**config.mk**
```make
export PLATFORM = sky130hd
export DESIGN_NAME = vtt_lane
export DESIGN_NICKNAME = d
export VERILOG_FILES = /design/src/rtl/core/vtt_pkg.sv /design/src/rtl/core/vtt_lane.sv
export SDC_FILE = /design/constraint.sdc
export NUM_CORES = 2
export LEC_CHECK = 0
export ABC_CLOCK_PERIOD_IN_PS = 8480
export BUFFER_PORTS_ARGS = -buffer_cell sky130_fd_sc_hd__buf_2
export CAP_MARGIN = 0
export CORE_MARGIN = 2
export CORE_UTILIZATION = 30
export DETAILED_ROUTE_END_ITERATION = 12
export SYNTH_ARGS = -nofsm -noshare
export SYNTH_HDL_FRONTEND = slang
export SYNTH_SLANG_ARGS = --single-unit
```
**constraint.sdc**
```tcl
create_clock -name clk_i -period 8.48 [get_ports clk_i]
set_clock_uncertainty 0.2 [all_clocks]
set_input_delay 1.272 -clock clk_i [delete_from_list [all_inputs] [get_ports clk_i]]
set_output_delay 1.272 -clock clk_i [all_outputs]
set_load 0.02 [all_outputs]
```
**src/rtl/core/vtt_pkg.sv**
```systemverilog
package vtt_pkg;

  // Width of one velocity component, in and out (signed, 8 fraction bits)
  localparam int unsigned SAMPLE_WIDTH = 16;

  localparam int unsigned NUM_FIELDS = 6;
  localparam int unsigned TDATA_W    = ((NUM_FIELDS * SAMPLE_WIDTH + 7) / 8) * 8;

  localparam int unsigned REG_W   = 48;
  localparam int unsigned ROT_W   = 16;  // Q2.14
  localparam int unsigned TRANS_W = 16;  // Q8.8
  localparam int unsigned CFG_IDX_W = 8;

  // R*x products carry 22 fraction bits
  localparam int unsigned PROD_W  = ROT_W + SAMPLE_WIDTH;
  localparam int unsigned SUM_W   = PROD_W + 2;
  // R*w rounded to nearest at 14 fraction bits
  localparam int unsigned Q_SHIFT = 8;
  localparam int unsigned Q_W     = SUM_W + 1 - Q_SHIFT;
  localparam int unsigned CROSS_W = TRANS_W + Q_W;
  localparam int unsigned LIN_W   = CROSS_W + 2;
  localparam int unsigned OUT_SHIFT = 14;
  localparam int unsigned RND_W   = LIN_W + 1;

  localparam logic [CFG_IDX_W-1:0] REG_ROT_ROW0    = CFG_IDX_W'(0);
  localparam logic [CFG_IDX_W-1:0] REG_ROT_ROW1    = CFG_IDX_W'(1);
  localparam logic [CFG_IDX_W-1:0] REG_ROT_ROW2    = CFG_IDX_W'(2);
  localparam logic [CFG_IDX_W-1:0] REG_TRANSLATION = CFG_IDX_W'(3);

  localparam logic [REG_W-1:0] ROT_ROW0_RST    = REG_W'(48'h0000_0000_4000);
  localparam logic [REG_W-1:0] ROT_ROW1_RST    = REG_W'(48'h0000_4000_0000);
  localparam logic [REG_W-1:0] ROT_ROW2_RST    = REG_W'(48'h4000_0000_0000);
  localparam logic [REG_W-1:0] TRANSLATION_RST = '0;

  localparam logic signed [RND_W-1:0] ROUND_HALF_OUT = RND_W'(1 << (OUT_SHIFT - 1));
  localparam logic signed [RND_W-1:0] SAT_HI =
    {{(RND_W - SAMPLE_WIDTH + 1){1'b0}}, {(SAMPLE_WIDTH - 1){1'b1}}};
  localparam logic signed [RND_W-1:0] SAT_LO =
    {{(RND_W - SAMPLE_WIDTH + 1){1'b1}}, {(SAMPLE_WIDTH - 1){1'b0}}};

  typedef logic signed [SAMPLE_WIDTH-1:0] sample_t;
  typedef logic signed [SUM_W-1:0]        sum_t;

  // per-stage load enables, stage 1 at the input
  typedef struct packed {
    logic en1;
    logic en2;
    logic en3;
    logic en4;
    logic en5;
  } stage_en_t;

  // round to nearest (ties up) from 22 to 8 fraction bits, then clamp
  function automatic sample_t round_sat(input logic signed [RND_W-1:0] x);
    logic signed [RND_W-1:0] y;
    y = (x + ROUND_HALF_OUT) >>> OUT_SHIFT;
    if (y > SAT_HI) begin
      y = SAT_HI;
    end else if (y < SAT_LO) begin
      y = SAT_LO;
    end
    return y[SAMPLE_WIDTH-1:0];
  endfunction

endpackage

```
**src/rtl/core/vtt_lane.sv**
```systemverilog
// One rotation row: products in stage 1, row sums in stage 2.
module vtt_lane (
  input  logic                        clk_i,
  input  vtt_pkg::stage_en_t          en_i,
  input  logic [vtt_pkg::REG_W-1:0]   row_i,
  input  vtt_pkg::sample_t            lin_i [3],
  input  vtt_pkg::sample_t            ang_i [3],
  output vtt_pkg::sum_t               p_o,
  output vtt_pkg::sum_t               rv_o
);

  logic signed [vtt_pkg::ROT_W-1:0]  rot [3];
  logic signed [vtt_pkg::PROD_W-1:0] prod_w_d [3];
  logic signed [vtt_pkg::PROD_W-1:0] prod_w_q [3];
  logic signed [vtt_pkg::PROD_W-1:0] prod_v_d [3];
  logic signed [vtt_pkg::PROD_W-1:0] prod_v_q [3];
  vtt_pkg::sum_t p_d, p_q, rv_d, rv_q;

  always_comb begin
    for (int j = 0; j < 3; j++) begin
      rot[j]      = $signed(row_i[j*vtt_pkg::ROT_W +: vtt_pkg::ROT_W]);
      prod_w_d[j] = rot[j] * ang_i[j];
      prod_v_d[j] = rot[j] * lin_i[j];
    end
  end

  always_ff @(posedge clk_i) begin
    if (en_i.en1) begin
      prod_w_q <= prod_w_d;
      prod_v_q <= prod_v_d;
    end
  end

  assign p_d  = vtt_pkg::SUM_W'(prod_w_q[0]) + vtt_pkg::SUM_W'(prod_w_q[1])
              + vtt_pkg::SUM_W'(prod_w_q[2]);
  assign rv_d = vtt_pkg::SUM_W'(prod_v_q[0]) + vtt_pkg::SUM_W'(prod_v_q[1])
              + vtt_pkg::SUM_W'(prod_v_q[2]);

  always_ff @(posedge clk_i) begin
    if (en_i.en2) begin
      p_q  <= p_d;
      rv_q <= rv_d;
    end
  end

  assign p_o  = p_q;
  assign rv_o = rv_q;

endmodule

```
==> flow_summary.toml <==
[drt]
drt_iter0_markers = 3061
post_drt_wl_per_cell_um = 17.5
ant_nets = 0
route.vias.total = 48800
drc_errors = 0
dr.pass1.iters = 5
vias_per_cell = 4.65
wl_um = 183000

[worst_setup_path]
crit_type = "in2reg"
critPathArrivalTime_ns = 7.60
crit_chain = "buf_2, buf_4, nand2_1, fa_1, fa_1, inv_1, fa_1, fa_1, fa_1, inv_1, fa_1, inv_1, ha_1, a21o_1, a211oi_1, nor2_1, a21oi_1, a21oi_1, o21ai_1, o2bb2ai_2, mux2i_1, a2111oi_2"
max_stage_delay_ns = 0.57
worstReg2RegEnd = "rv_o[31]"
end_kind = "flop"
crit_buf_inv = 5
cp.required_ns = 8.58
path_max_fanout = 14
critPathSlowestCell = "a2111oi_2"
reg2regPathDepth = 13
crit_family = "adder cells"
r2r_start = "prod_v_q[1]"
cp_common_cell = "fa_1"
critical_path.startpoint_type = "input port"
r2r_slack_ns = 4.24

[sta]
finalMaxSlewViolations = 0
worst_slew_pin_slew_ns = 0.920
relSlewSlack = 0.382
period_needed_ns = 7.50
finalSetupTns_ns = 0
fin_crit_sh = 0.885
hold_violations = 0
rsz0062_at_grt = "no"
setup_viol = 0
fmax_mhz = 133

[min_path]
worst_hold_path_type = "reg2reg"
whs_path_depth = 3
hold_end = "rv_o[0]"
hold_start = "prod_v_q[64]"

[die]
start_util = 0.302
core_um2 = 236000
die_area_um2 = 241000
die_w_um = 491
die_h_um = 491
rows = 178
pin_count = 218

[global_route]
grt_usage = 0.156
grt_max_degree = 77
antenna_found_initial = 41
grt_pass1_wl_um = 298000
grt_pass1_vias = 53900
overflow = 0

[synthesis]
avgSynthCellArea_um2 = 9.80
synthDistinctLibCells = 82
ys_seq_area_frac = 0.110
ys.flop_type = "edfxtp_1"
syn_inst = 7257
syn_nets = 9601
synth-async-reset-ratio = 0
syn_area_um2 = 71100
synth_warnings = 0
synth-seq-cells = 260
synth_edf_count = 260

[cts]
htree_num_levels = 2
clk_path_buf_depth = 3
cts_made_buffers = 35
path_clk_slew_ns = 0.06
cts_setup_buffers = 0
clock_latency_ns = 0.59
ctsResizeCount = 0
cts_tree = "yes"
clock_sinks = 260
cts_hold_buffers = 0
root_buffer = "clkbuf_16"

[final_layout]
design_area_um2 = 76900
fin_nets = 9656
area_delta_synth_final_pct = 8.04
drive_gt1_frac = 0.0519
final_cell_mix = "inv_1, fa_1, nand2_1"
final_common_cell = "inv_1"

[placed_design]
placed_area_um2 = 75700
portBuffers = 214
dp_hpwl_um = 153000
place.gp.congestion = 0.885

[run]
maxCapViolations = 0

[outcome]
status = "complete, no violations"
==> synth_stat cells (all sizes together), types with 22 or more instances <==
cell type / instances / area (um^2)
a211oi: 29 / 260
a21o: 103 / 773
a21oi: 190 / 973
a31oi: 22 / 174
and2: 752 / 4700
and3: 26 / 163
clkbuf: 257 / 965
edfxtp: 260 / 7810
fa: 1638 / 32800
ha: 556 / 6960
inv: 1732 / 6500
nand2: 785 / 2950
nand2b: 50 / 313
nand3: 45 / 225
nand4: 24 / 150
nor2: 172 / 646
nor3: 44 / 225
o21a: 30 / 225
o21ai: 86 / 434
o21bai: 32 / 240
xnor2: 202 / 1770
xor2: 60 / 526
==> worst max-delay path by stage <==
stage	startpoint	slack, ns	depth (start not counted)	endpoint
final	row_i[10]	0.98	22	prod_v_q[95]
after CTS	row_i[23]	1.05	22	prod_v_q[62]
after detailed placement	ang_i[33]	0.44	20	prod_w_q[95]
after global placement	row_i[12]	0.48	21	prod_w_q[95]
after global routing	row_i[23]	0.68	23	prod_v_q[62]
after floorplan	row_i[31]	1.07	21	prod_w_q[63]
==> sequential cells by signal, summed over array words and instances (netlist names) <==
name and count:
rv_o 34, prod_v_q 96, prod_w_q 96, p_o 34
==> routing by layer <==
metal | track usage | wire length (um) | vias up
li1 | - | - | 21800
met1 | 0.209 | 78500 | 25500
met2 | 0.264 | 88700 | 1225
met3 | 0.0202 | 9950 | 253
met4 | 0.0448 | 5980 | 30
met5 | 0 | 191 | -
==> final cells by class <==
type,count,area (um^2)
repair buffers,278,1600
fillers,24400,159000
inverters,1732,6500
multi-input cells,5005,55800
flip-flops and latches,260,7810
well taps,3150,3940
clock buffers,38,908
diodes,7,17.5
clock inverters,26,241
==> cells by family (layout without fill, tap and decap cells) <==
group                      count (synthesis)  after routing  share of synthesized area
other                                      0              7                          0
DFF                                      260            260                      0.110
xor gates and xnor gates                 262            262                     0.0323
and+or+nand+nor                         1973           1973                      0.139
adders and majority gates               2194           2194                      0.559
buffers and inverters                   1992           2074                      0.105
AOI/OAI and AO/OA                        573            573                     0.0542
muxes                                      3              3                   0.000422
==> through the flow <==
stage	hold slack (ns)	util	worst slack [ns]	cells
3_5_place_dp	0.574	0.321	0.442	10400
4_1_cts	0.589	0.326	1.05	10500
5_1_grt	0.629	0.326	0.683	10500
6_report	0.578	0.326	0.978	10500
2_1_floorplan	0.480	-	1.07	7257
3_3_place_gp	0.576	0.321	0.480	10400
==> tightest hold or removal path, cell delays in order (launching register included) <==
cell      delay (ns)
edfxtp_1        0.35
inv_1           0.07
fa_1            0.15
inv_1           0.04
Power is not shown: default switching activity piles up to over one toggle a cycle in this logic, so the estimate is an artifact.
